$ cat src/rtl/core/assert_macros.svh
// Assertion macros shared by the RTL of the fan triangulator.
// Depends on a clock named clk and an active-low reset named rst_n in scope.
`ifndef ASSERT_MACROS_SVH
`define ASSERT_MACROS_SVH
`ifndef ASSERT_OFF
`define ASSERT_ALWAYS(lbl, expr) \
  lbl: assert property (@(posedge clk) disable iff (!rst_n) (expr)) \
    else $error("assertion failed");
`define ASSERT_IMPL(lbl, ante, cons) \
  lbl: assert property (@(posedge clk) disable iff (!rst_n) (ante) |-> (cons)) \
    else $error("assertion failed");
`else
`define ASSERT_ALWAYS(lbl, expr)
`define ASSERT_IMPL(lbl, ante, cons)
`endif
`endif

$ cat src/rtl/core/pfn_pkg.sv
// Shared types and constants of the fan triangulator.
// No dependencies.
package pfn_pkg;
  localparam int POS_W  = 32;
  localparam int NRM_W  = 16;
  localparam int SUM_W  = NRM_W + 2;
  localparam int EDGE_W = POS_W + 1;
  localparam int VEC_W  = 2 * POS_W + 2;
  localparam int QDEPTH = 2;
  localparam int QA_W   = $clog2(QDEPTH);
  localparam int QC_W   = $clog2(QDEPTH + 1);

  localparam logic [1:0] CORNER_APEX = 2'd0;
  localparam logic [1:0] CORNER_PREV = 2'd1;
  localparam logic [1:0] CORNER_CUR  = 2'd2;

  typedef logic signed [POS_W-1:0]  pos_t;
  typedef logic signed [NRM_W-1:0]  nrm_t;
  typedef logic signed [SUM_W-1:0]  sum_t;
  typedef logic signed [EDGE_W-1:0] edge_t;

  typedef struct packed {
    logic            err;
    pos_t [2:0]      apex;
    pos_t [2:0]      prev;
    pos_t [2:0]      cur;
    sum_t [2:0]      sum;
    edge_t [2:0]     e1;
    edge_t [2:0]     e2;
  } job_t;
endpackage

$ cat src/rtl/core/pfn_queue.sv
// Short job queue between the front end and the back end.
// Depends on pfn_pkg and assert_macros.svh.
`include "assert_macros.svh"
module pfn_queue (
  input  logic          clk,
  input  logic          rst_n,
  input  logic          push,
  input  pfn_pkg::job_t push_job,
  output logic          full,
  input  logic          pop,
  output logic          head_valid,
  output pfn_pkg::job_t head_job
);
  import pfn_pkg::*;

  job_t            mem_r [QDEPTH];
  logic [QA_W-1:0] wp_r, rp_r;
  logic [QC_W-1:0] cnt_r;

  assign full       = (cnt_r == QC_W'(QDEPTH));
  assign head_valid = (cnt_r != '0);
  assign head_job   = mem_r[rp_r];

  always_ff @(posedge clk) begin
    if (!rst_n) begin
      wp_r  <= '0;
      rp_r  <= '0;
      cnt_r <= '0;
    end else begin
      if (push) begin
        wp_r <= (wp_r == QA_W'(QDEPTH - 1)) ? '0 : wp_r + 1'b1;
      end
      if (pop) begin
        rp_r <= (rp_r == QA_W'(QDEPTH - 1)) ? '0 : rp_r + 1'b1;
      end
      if (push && !pop) begin
        cnt_r <= cnt_r + 1'b1;
      end else if (pop && !push) begin
        cnt_r <= cnt_r - 1'b1;
      end
    end
  end

  always_ff @(posedge clk) begin
    if (push) begin
      mem_r[wp_r] <= push_job;
    end
  end

  `ASSERT_IMPL(a_no_overflow, push, !full)
  `ASSERT_IMPL(a_no_underflow, pop, head_valid)
  `ASSERT_ALWAYS(a_cnt_range, cnt_r <= QC_W'(QDEPTH))
endmodule

$ cat config.mk
export PLATFORM = sky130hd
export DESIGN_NAME = pfn_queue
export DESIGN_NICKNAME = d
export VERILOG_FILES = /design/src/rtl/core/pfn_pkg.sv /design/src/rtl/core/pfn_queue.sv
export VERILOG_INCLUDE_DIRS = /design/src /design/src/rtl/core
export SDC_FILE = /design/constraint.sdc
export NUM_CORES = 1
export LEC_CHECK = 0
export CAP_MARGIN = 20
export CORE_AREA = 2 2 424 426
export CTS_BUF_LIST = sky130_fd_sc_hd__clkbuf_4
export DETAILED_ROUTE_END_ITERATION = 6
export DIE_AREA = 0 0 426 428
export DONT_BUFFER_PORTS = 1
export SYNTH_ARGS = -nofsm -noshare
export SYNTH_HDL_FRONTEND = slang
export SYNTH_SLANG_ARGS = --single-unit
$ cat constraint.sdc
create_clock -name clk -period 28.2 [get_ports clk]
set_clock_uncertainty 0.15 [all_clocks]
set_input_delay 1.41 -clock clk [delete_from_list [all_inputs] [get_ports clk]]
set_output_delay 1.41 -clock clk [all_outputs]
set_load 0.005 [all_outputs]
# [Yosys cells after proc, flatten, opt, wreduce, memory -nomap -nowiden]
# Memory sizes are Yosys's and may differ from the RTL's. A register that Yosys moved wholly into a read port is not among the register bits.
# Cells that the tools add are included.
[classes] add_sub_neg=4 n_eq_ne=1 mux=8 reduce_logical=6
[op_table] op="1-bit two-way mux" n=6
[op_table] op="2-bit two-way mux" n=2
[op_table] op="2-bit nonzero test" n=2
[op_table] op="1-bit adder (second input constant)" n=2
[op_table] op="2-bit by 1-bit adder with 2-bit output (second input constant)" n=1
[op_table] op="2-bit == test (second input constant)" n=1
[op_table] op="1-bit logical AND" n=2
[op_table] op="1-bit logical NOT" n=2
[op_table] op="2-bit by 1-bit subtractor with 2-bit output (second input constant)" n=1
[word_totals] regBits=4 mem_bits_rw=1082 input_bits=545 output_inout_bits=543 wordCells=23 n_memories=1
[mem_list] memory="mem_r" words=2 word_bits=541 read_ports=1 rd_clocked_by_memory_dff=1 write_ports=1 line_no="pfn_queue.sv:16" source="job_t mem_r [QDEPTH];"

# [Longest topological paths before layout]
[depth] ltp_word=4 ltp_mapped=5 depth_no_buf=5

# [Worst setup path after synthesis]
# Ideal clock, no wire load.
[synth_path] kind="input-to-reg" from="input push" to="register wp_r" setup_time_ns=0.168 t_arrival_ns=26.216 required_ns=27.882 setup_slack_ns=1.666 stages=2 n_path_buf=0 path_cell_list="nor2b_1 o21a_1"
[synth_rtl] element="from (decl)" line_no="pfn_queue.sv:7" source="input logic push,"
[synth_rtl] element="to (signal assigned)" line_no="pfn_queue.sv:31" source="wp_r <= (wp_r == QA_W'(QDEPTH - 1)) ? '0 : wp_r + 1'b1;"
[synth_rtl] element="to (decl)" line_no="pfn_queue.sv:17" source="logic [QA_W-1:0] wp_r, rp_r;"

==> metrics.md <==
| Metric | Value |
|---|---|
| Outcome | `finished clean` |
| Cell taking the most area after synthesis | `edfxtp_1` |
| First-pass GRT wire length | `165000 um` |
| CTS tree | `done` |
| Post-synthesis adder-cell area fraction | `0.000317` |
| Gr ovfl total | `0` |
| Met2 GRT Util | `0.219` |
| Postcts setup bufs | `0` |
| FILL cells | `17600` |
| Layout net count | `3067` |
| Initial antenna violation count | `70` |
| Worst slew margin | `0.249` |
| WL final | `124000 um` |
| Layout cell share with drive strength beyond 1 | `0.374` |
| CP arrival | `5.81 ns` |
| Final worst path period share | `0.261` |
| Total number of vias | `20600` |
| CP Capture Type | `primary output` |
| Critical path fanouts, max | `90` |
| Die H | `428 um` |
| Clk slew on worst S/H paths | `0.06 ns` |
| Latest clock arrival within the worst-skew pair | `1.26 ns` |
| Min-Delay Path Class | `reg2reg` |
| Via count of the first global-routing pass | `21800` |
| Asr flop ratio synth | `0` |
| Power Density | `70.6 nW/um^2` |
| FF/Latch Area | `32600 sq um` |
| Maximum clock path buffer count | `4` |
| Final Core Density | `0.288` |
| Die X | `426 um` |
| Multiplexer area fraction after synthesis | `0.154` |
| Detail Route Antenna Nets | `0` |
| Max cap viols | `0` |
| Worst vdd ir | `0.0442 mV` |
| Post-synth top cells | `edfxtp_1 (1082), mux2_2 (541), buf_6 (55)` |
| RSZ-0062 raised after global routing | `no` |
| Core Area | `178000 sq um` |
| Met1 usage | `0.132` |
| Die ar. | `182000 sq um` |
| Post-Syn Instances | `1705` |
| Crit path kind | `reg2out` |
| HPWL Detailed | `90600 um` |
| Leakage power | `16.9 nW` |
| Global route hottest layer | `met2` |
| DRC | `0` |
| Worst Tran Pin Value | `1.13 ns` |
| CTS root buf | `clkbuf_4` |
| DRT iter0 DRCs | `1614` |
| Count leader, synth | `edfxtp_1` |
| Drt wl/cell | `24.4 um` |
| Htree depth | `5` |
| Site Rows | `155` |
| Largest family of logic cells by synthesized area | `multiplexers` |
| Synth area leaders | `edfxtp_1 (82%), mux2_2 (15%), buf_6 (1.6%)` |
| Drt pass-1 iters | `5` |
| Hold Fails Final Rpt | `0` |
| Flops & latches, synth | `1087` |
| Setup tns final | `0 ns` |
| Cts repair resizes | `0` |
| Multi-input gate area | `6220 sq um` |
| Post-synth EDFFs | `1082` |
| Synth Cell Area | `39400 sq um` |
| PortBufs | `0` |
| XOR/XNOR Fraction of Synth Area | `0.000666` |
| Dominant synthesized flop cell | `edfxtp_1` |
| Max Slew Vio Count | `0` |
| Post-Synth Simple-Gate Area | `0.00143` |
| All-Layer GR Usage | `0.130` |
| Setup violators final | `0` |
| GP Congestion | `0.954` |
| Syn Nets | `2251` |
| Met3 GRT Util | `0.0593` |
| CP startpoint kind | `flop` |
| Worst Path Required | `26.64 ns` |
| CTS Buf Count | `303` |
| I/O pin count | `1088` |
| Syn Area/Cell | `23.1 sq um` |
| Largest net degree at the start of global routing | `143` |
| Tmin final | `7.37 ns` |
| Initial Utilization | `0.222` |
| Sequential element share of the synthesized area | `0.826` |
| Synth warn | `0` |
| Netlist cell types | `16` |
| Synth Area in Compound Gates | `0.000508` |
| Hold-fix buffers at CTS | `545` |
| Area added between synthesis and finish | `29.7%` |
| Max Fclk | `0.136 GHz` |
| Synth top area share | `0.824` |
| Vias/cell | `4.05` |
| TritonCTS Sinks | `1087` |
## metrics by stage
step / hold WS, ns / worst slack, ns / power, mW / std cells / cell area, sq um
after floorplan: 0.318 / 1.67 / 2.15 / 1705 / 39400
after CTS: 0.183 / 20.61 / 3.67 / 5054 / 51000
after global routing: 0.203 / 20.32 / 3.77 / 5079 / 51100
after detailed placement: 0.352 / 22.14 / 2.17 / 4025 / 42000
after global placement: 0.333 / 22.25 / 2.17 / 4025 / 42000
final: 0.364 / 20.83 / 3.61 / 5098 / 51200
## layout make-up
cell class,count,area share
clock inverters,68,0.00980
flip-flops and latches,1087,0.637
diodes,43,0.00210
well taps,2355,0.0576
multi-input cells,557,0.121
repair buffers,571,0.111
clock buffers,416,0.0610
inverters,1,0.0000733
## critical path, cell delays in order, from the launching register on
cell	delay [ns]
dfxtp_4	1.00
buf_4	0.71
buf_4	0.66
buf_4	0.54
buf_4	0.90
mux2_2	0.44
## layout by cell type, fill, tap and decap left out
| master | instances |
|---|---|
| dfxtp_4 | 1 |
| buf_16 | 1 |
| and2_4 | 1 |
| or3_1 | 1 |
| clkinv_2 | 8 |
| clkinv_1 | 44 |
| inv_2 | 7 |
| inv_1 | 1 |
| bufinv_16 | 9 |
| o21a_1 | 1 |
| nor2b_1 | 2 |
| buf_12 | 1 |
| xor2_1 | 2 |
| diode_2 | 43 |
| o21ai_0 | 1 |
| dfxtp_1 | 4 |
| edfxtp_1 | 1082 |
| dlygate4sd3_1 | 545 |
| nor2b_4 | 1 |
| ha_1 | 1 |
| mux2_2 | 541 |
| or2_2 | 1 |
| clkbuf_4 | 416 |
| a21boi_0 | 1 |
| buf_4 | 24 |
| xnor2_1 | 1 |
| and2_1 | 3 |
## layer usage
metal	routed length, um	vias to the layer above
met5	489	-
met4	6400	68
met3	13000	360
met2	62100	1258
met1	42300	10300
li1	-	8701
## flip-flops by register name (all words and copies together) (netlist names), named ones only
register,cells
cnt_r,2
mem_r,1082
rp_r,1
wp_r,1
## kinds of logic (layout without fill, tap and decap cells)
| kind of cell | count (synthesis) | after routing |
|---|---|---|
| flip-flops | 1087 | 1087 |
| multiplexers | 541 | 541 |
| buffers and inverters | 61 | 1056 |
| AND/OR/NAND/NOR | 9 | 9 |
| AO/OA/AOI/OAI | 3 | 3 |
| XOR/XNOR | 3 | 3 |
| adder cells (fa/ha/maj) | 1 | 1 |
| other | 0 | 43 |
## where the power goes
part,internal (mW),switching (mW),leakage [nW],total (mW)
clock,0.757,0.638,2.17,1.39
combinational,0.140,0.178,4.50,0.318
sequential,1.87,0.0286,10.2,1.90
total,2.77,0.844,16.9,3.61
## final timing paths
kind,start,to,slack (ns),cells past startpoint
min reg2reg,cnt_r[1],cnt_r[1],0.36,2
max,flop,head_job[422],20.83,5
min,cnt_r[1],cnt_r[1],0.36,2
max reg2reg,wp_r,mem_r[1][52],23.27,5
Note: power is estimated with default switching activity, not from simulation.
