<file path="src/rtl/core/assert_macros.svh">
// Assertion macros shared by the RTL of the fan triangulator.
// Depends on a clock named clk and an active-low reset named rst_n in scope.
`ifndef ASSERT_MACROS_SVH
`define ASSERT_MACROS_SVH
`ifndef ASSERT_OFF
`define ASSERT_ALWAYS(lbl, expr) \
  lbl: assert property (@(posedge clk) disable iff (!rst_n) (expr)) \
    else $error("assertion failed");
`define ASSERT_IMPL(lbl, ante, cons) \
  lbl: assert property (@(posedge clk) disable iff (!rst_n) (ante) |-> (cons)) \
    else $error("assertion failed");
`else
`define ASSERT_ALWAYS(lbl, expr)
`define ASSERT_IMPL(lbl, ante, cons)
`endif
`endif

</file>
<file path="src/rtl/core/pfn_pkg.sv">
// Shared types and constants of the fan triangulator.
// No dependencies.
package pfn_pkg;
  localparam int POS_W  = 32;
  localparam int NRM_W  = 16;
  localparam int SUM_W  = NRM_W + 2;
  localparam int EDGE_W = POS_W + 1;
  localparam int VEC_W  = 2 * POS_W + 2;
  localparam int QDEPTH = 2;
  localparam int QA_W   = $clog2(QDEPTH);
  localparam int QC_W   = $clog2(QDEPTH + 1);

  localparam logic [1:0] CORNER_APEX = 2'd0;
  localparam logic [1:0] CORNER_PREV = 2'd1;
  localparam logic [1:0] CORNER_CUR  = 2'd2;

  typedef logic signed [POS_W-1:0]  pos_t;
  typedef logic signed [NRM_W-1:0]  nrm_t;
  typedef logic signed [SUM_W-1:0]  sum_t;
  typedef logic signed [EDGE_W-1:0] edge_t;

  typedef struct packed {
    logic            err;
    pos_t [2:0]      apex;
    pos_t [2:0]      prev;
    pos_t [2:0]      cur;
    sum_t [2:0]      sum;
    edge_t [2:0]     e1;
    edge_t [2:0]     e2;
  } job_t;
endpackage

</file>
<file path="src/rtl/core/pfn_front.sv">
// Front end: takes vertices, tracks apex and previous vertex, builds jobs.
// Depends on pfn_pkg.
module pfn_front (
  input  logic                clk,
  input  logic                rst_n,
  input  logic                in_valid,
  output logic                in_ready,
  input  pfn_pkg::pos_t       in_pos_x,
  input  pfn_pkg::pos_t       in_pos_y,
  input  pfn_pkg::pos_t       in_pos_z,
  input  logic                in_vertex_present,
  input  pfn_pkg::nrm_t       in_norm_x,
  input  pfn_pkg::nrm_t       in_norm_y,
  input  pfn_pkg::nrm_t       in_norm_z,
  input  logic                in_normal_present,
  input  logic                in_polygon_end,
  input  logic                q_full,
  output logic                q_push,
  output pfn_pkg::job_t       q_job
);
  import pfn_pkg::*;

  pos_t [2:0] apex_pos_r, prev_pos_r, pv;
  nrm_t [2:0] apex_nrm_r, prev_nrm_r, nv;
  logic [1:0] vs_r, vs_nxt;
  logic       accept, tri_ok;

  assign in_ready = !q_full;
  assign accept   = in_valid && in_ready;
  assign tri_ok   = (vs_r == 2'd2);
  assign q_push   = accept && (tri_ok || in_polygon_end);

  always_comb begin
    pv[0] = in_vertex_present ? in_pos_x : '0;
    pv[1] = in_vertex_present ? in_pos_y : '0;
    pv[2] = in_vertex_present ? in_pos_z : '0;
    nv[0] = in_normal_present ? in_norm_x : '0;
    nv[1] = in_normal_present ? in_norm_y : '0;
    nv[2] = in_normal_present ? in_norm_z : '0;
    q_job.err  = !tri_ok;
    q_job.apex = apex_pos_r;
    q_job.prev = prev_pos_r;
    q_job.cur  = pv;
    for (int i = 0; i < 3; i++) begin
      q_job.sum[i] = SUM_W'($signed(apex_nrm_r[i])) + SUM_W'($signed(prev_nrm_r[i]))
                   + SUM_W'($signed(nv[i]));
      q_job.e1[i]  = EDGE_W'($signed(prev_pos_r[i])) - EDGE_W'($signed(apex_pos_r[i]));
      q_job.e2[i]  = EDGE_W'($signed(pv[i])) - EDGE_W'($signed(apex_pos_r[i]));
    end
    if (in_polygon_end) begin
      vs_nxt = 2'd0;
    end else if (tri_ok) begin
      vs_nxt = 2'd2;
    end else begin
      vs_nxt = vs_r + 2'd1;
    end
  end

  always_ff @(posedge clk) begin
    if (!rst_n) begin
      vs_r <= 2'd0;
    end else if (accept) begin
      vs_r <= vs_nxt;
    end
  end

  always_ff @(posedge clk) begin
    if (accept) begin
      if (vs_r == 2'd0) begin
        apex_pos_r <= pv;
        apex_nrm_r <= nv;
      end
      prev_pos_r <= pv;
      prev_nrm_r <= nv;
    end
  end
endmodule

</file>
<file path="config.mk">
export PLATFORM = sky130hd
export DESIGN_NAME = pfn_front
export DESIGN_NICKNAME = d
export VERILOG_FILES = /design/src/rtl/core/assert_macros.svh /design/src/rtl/core/pfn_pkg.sv /design/src/rtl/core/pfn_front.sv
export SDC_FILE = /design/constraint.sdc
export NUM_CORES = 1
export LEC_CHECK = 0
export BUFFER_PORTS_ARGS = -buffer_cell sky130_fd_sc_hd__buf_2
export CAP_MARGIN = 40
export CORE_AREA = 5 5 265 267
export CTS_BUF_LIST = sky130_fd_sc_hd__clkbuf_8
export DETAILED_ROUTE_END_ITERATION = 10
export DIE_AREA = 0 0 270 272
export PLACE_DENSITY = 0.58
export SYNTH_ARGS = -nofsm -noshare
export SYNTH_HDL_FRONTEND = slang
export SYNTH_SLANG_ARGS = --single-unit
export TNS_END_PERCENT = 10
</file>
<file path="constraint.sdc">
create_clock -name clk -period 14.9 [get_ports clk]
set_input_delay 2.235 -clock clk [delete_from_list [all_inputs] [get_ports clk]]
set_output_delay 2.235 -clock clk [all_outputs]
set_load 0.1 [all_outputs]
</file>
* Word level (Yosys, flattened, before mapping) *
Cells that the tools add are included.

word-level totals
  bits in read-only memories = 0
  register bits after elaboration = 290
  input port bits = 151
  memories kept = 0
  output and inout bits = 543
  memory bits (writable) = 0
  logic and storage cells = 42
  bits in latches = 0

operators by class
  multiplexer cells = 8
  multipliers = 0
  equal/unequal tests = 1
  shift-type cells = 0
  $add $sub $neg = 13
  bitwise gates (word level) = 0
  divide/modulo/power cells = 0
  $lt $le $gt $ge = 0
  reductions and logical operators = 7

operator list
  operator               count
  $sub A32 B32 Y33       6
  $mux W32               3
  $add A17 B16 Y18       3
  $add A16 B16 Y17       3
  $mux W16               3
  $mux W2                2
  $add A2 B1 Y2 const B  1
  $eq A2 B2 Y1 const B   1
  $logic_and A1 B1 Y1    2
  $logic_not A1 Y1       2
  $logic_not A2 Y1       1
  $reduce_and A2 Y1      1
  $logic_or A1 B1 Y1     1

* Depth between registers and ports, before layout *
  word-level depth = 3
  mapped depth = 16
  gate-level depth less buffers = 15

* Least setup slack after synthesis *
OpenSTA, ideal clock, no wires.

  kind = input port to flip-flop
  start point = input port in_valid
  end point = register apex_nrm_r[0] in the netlist's numbering (enable)
  path buffers = 1
  arrival time = 10.035 ns
  data required time = 14.379 ns
  cell stages on the path = 3
  setup time = 0.521 ns
  setup slack = 4.344 ns
  cell sequence = nor2b_1 clkbuf_1 and2_1

on the way
  longest elaborated chain between the ends = 2

RTL lines
  item                                RTL line         source
  from (decl)                         pfn_front.sv:6   input logic in_valid,
  $logic_and A1 B1 Y1                 pfn_front.sv:29  assign accept = in_valid && in_ready;
  named net accept                    pfn_front.sv:26  logic accept, tri_ok;
  $reduce_and A2 Y1 (no source line)  n/a
  to (signal assigned)                pfn_front.sv:71  apex_nrm_r <= nv;
  to (decl)                           pfn_front.sv:24  nrm_t [2:0] apex_nrm_r, prev_nrm_r, nv;

The timed path passes the listed nets, and every way through them passes these cells.
A chain may end at the register's enable or synchronous reset.

==> flow_summary_export.csv <==
group,metric,value,unit
clock_network,clock_latency,660,ps
grt,grt_util_met1,25.2,%
floorplanning,pin_count,694,
placed_design,gp_congestion,0.955,
sta,max_slew_margin,41.4,%
critical_path,required,12660,ps
yosys,syn_area_per_cell,10.1,um2
route,vias,20100,
clock_network,cts_max_level,2,
route,drcViolationCount,0,
sta,min_period_over_period,61.2,%
critical_path,path_class,"in2out",
grt,grt_pass1_vias,19700,
critical_path,path_max_fanout,67,
placed_design,port-buffer-count,693,
grt,grt_max_degree,123,
finish,nets,3428,
floorplanning,coreArea,0.0679,mm2
route,vias_per_cell,5.14,
critical_path,crit_arrival,6880,ps
floorplanning,fp.dieArea,0.0734,mm2
critical_path,crit_path_end_kind,"output pin",
yosys,synth_top_area_share,37.9,%
yosys,synth_area_leaders,"edfxtp_1, ha_1, fa_1",
route,drtIter0Drc,1210,
critical_path,start_kind,"input pin",
yosys,synth_edf_count,288,
yosys,yosys.area.top_type,"edfxtp_1",
floorplanning,die_w,270,um
yosys,synth_area,0.0228,mm2
clock_network,cts_setup_buffers,0,
sta,hold_viol_final,0,
sta,clock.fmax,110,MHz
hold_path,hold_path.class,"reg2reg",
placed_design,place_area,0.0273,mm2
pwr,p_leak,0.0132,uW
sta,fin_crit,9110,ps
grt,grt_pass1_wl,121000,um
route,final_antenna_net_count,0,
pwr,finalPower,4500,uW
finish,design_area,0.0284,mm2
finish,syn2layout_area_growth,24.4,%
grt,met3_usage,4.62,%
clock_network,cts_tree,"yes",
grt,grt_usage,21.0,%
grt,antenna_found_initial,6,
floorplanning,die_h,272,um
sta,clock_skew,36.1,ps
floorplanning,row_count,96,
clock_network,clk_pin_slew,60,ps
yosys,synthArstFlopShare,0,%
route,avgRoutedWirePerCell,20.9,um
sta,worstMarginPinSlew,878,ps
finish,n_fill_cell,6727,
route,dr.pass1.iters,5,
yosys,synth_top_flop_cell,"edfxtp_1",
critical_path,crit_buf_inv,3,
yosys,synth_nets,2723,
yosys,synth-seq-cells,290,
finish,layout-drive-gt1-share,26.4,%
grt,grt_busiest_layer,"met2",
critical_path,crit_chain,"buf_2, buf_4, nand2_1, ha_1, fa_1, nand3b_1, a21boi_1, o21ai_2, a211oi_4, a31oi_1, o41a_1, o21ai_1, nand2b_1, xnor2_1, buf_2",
critical_path,crit_top_cell,"buf_2",
floorplanning,initial_core_util,33.7,%
run_status,status,"finished, final reports clean",
grt,globalRouteOverflowTotal,0,
sta,rsz0062_at_grt,"false",
clock_network,cts_hold_buf,0,
clock_network,cts_sinks,290,
yosys,yosys_warnings,0,
clock_network,clockBufferDepth,3,
critical_path,cp_slowest_cell,"buf_4",
yosys,syn_inst,2270,
sta,maxSlewViolCount,0,
clock_network,cts_resized,0,
critical_path,crit_family,"compound AO/OA/AOI/OAI gates",
route,finalWirelength,81600,um
pwr,power_density,158,mW/mm2
critical_path,crit_start,"in_vertex_present",
pwr,ir_worst_vdd,0.000119,V
yosys,synth_cell_types,78,
critical_path,reg2reg_from,"vs_r[0]$_SDFFE_PN0P_",
yosys,synth_seq_area_share,38.0,%
job,drv_cap,0,
sta,tns,0,ps
sta,setup_viol,0,
grt,grt_use_met2,37.0,%
hold_path,min_from,"vs_r[1]$_SDFFE_PN0P_",
clock_network,cts_buffers,55,
clock_network,cts-root-buf,"clkbuf_8",
sta,whs,651,ps
critical_path,max_stage_delay,620,ps
placed_design,hpwl,66700,um
## area by class of cell
type	count	area (um2)	share of cell area (%)
inverter	213	800	2.81
multi-input combinational	1716	13200	46.3
timing repair buffer	699	3560	12.5
tap	882	1100	3.88
clock buffer	55	757	2.66
antenna	5	12.5	0.0440
sequential	290	8690	30.6
clock inverter	45	332	1.17
## sequential cells by signal, indices dropped and copies added, names as in the netlist
register,flops
prev_nrm_r,48
apex_nrm_r,48
q_job,192
vs_r,2
## kinds of logic after synthesis
family / synth area share [%]
compound gates: 18.3
xor+xnor: 7.40
flops: 38.0
simple gates: 13.3
buf+inv: 4.36
fa+ha+maj: 18.4
mux: 0.241
## worst paths after layout
check	end	slack, ps	depth (start not counted)
setup / recovery	q_job[94]	5790	15
setup reg to reg	q_job[530]$_DFFE_PP_	13030	4
hold reg to reg	vs_r[1]$_SDFFE_PN0P_	650	3
hold / removal	vs_r[1]$_SDFFE_PN0P_	650	3
## synthesized netlist by cell type (57+ instances only)
cell type / instances
edfxtp_1: 288
o21ai_0: 67
fa_1: 57
a21oi_1: 176
ha_1: 245
xnor2_1: 129
xor2_1: 64
nor2_1: 120
a21o_1: 105
nand2_1: 115
inv_1: 213
and2_1: 149
## stage by stage
stage,std cells,utilization [%],setup WS (ps)
after floorplan,2270,-,4340
after global placement,3798,40.2,5970
after detailed placement,3800,40.2,5830
after CTS,3900,41.9,5820
after global routing,3904,41.9,5460
final,3905,41.9,5790
## layout by cell type (no fill, tap or decap), drive strengths merged, types with 6 or more instances in the layout
| cell | count |
|---|---|
| a2111oi | 8 |
| a211o | 8 |
| a211oi | 15 |
| a21boi | 11 |
| a21o | 105 |
| a21oi | 178 |
| a31oi | 34 |
| and2 | 149 |
| and3 | 18 |
| buf | 699 |
| clkbuf | 55 |
| clkinv | 16 |
| edfxtp | 288 |
| fa | 57 |
| ha | 245 |
| inv | 235 |
| nand2 | 115 |
| nand2b | 23 |
| nand3 | 41 |
| nand4 | 25 |
| nor2 | 120 |
| nor2b | 32 |
| nor3 | 35 |
| o2111ai | 6 |
| o211ai | 15 |
| o21a | 40 |
| o21ai | 105 |
| o21bai | 28 |
| o31a | 9 |
| o31ai | 14 |
| or3 | 7 |
| xnor2 | 129 |
| xor2 | 64 |
## worst register-to-register path, stage by stage, from the launching register on
cell	delay, ps
dfxtp_1	300
inv_1	100
ha_1	180
and2_4	270
buf_4	560
## routing by layer
metal / wire (um) / vias up
li1: - / 9645
met2: 39800 / 739
met3: 5300 / 163
met5: 20 / -
met1: 33100 / 9505
met4: 3370 / 2
## power breakdown
group / switching [uW] / internal [uW] / total, uW / leakage (uW)
sequential: 30.0 / 955 / 985 / 0.00265
clock: 371 / 432 / 804 / 0.000627
combinational: 2240 / 469 / 2710 / 0.00996
total: 2650 / 1860 / 4500 / 0.0132
Power figures use the tool's default switching activity.
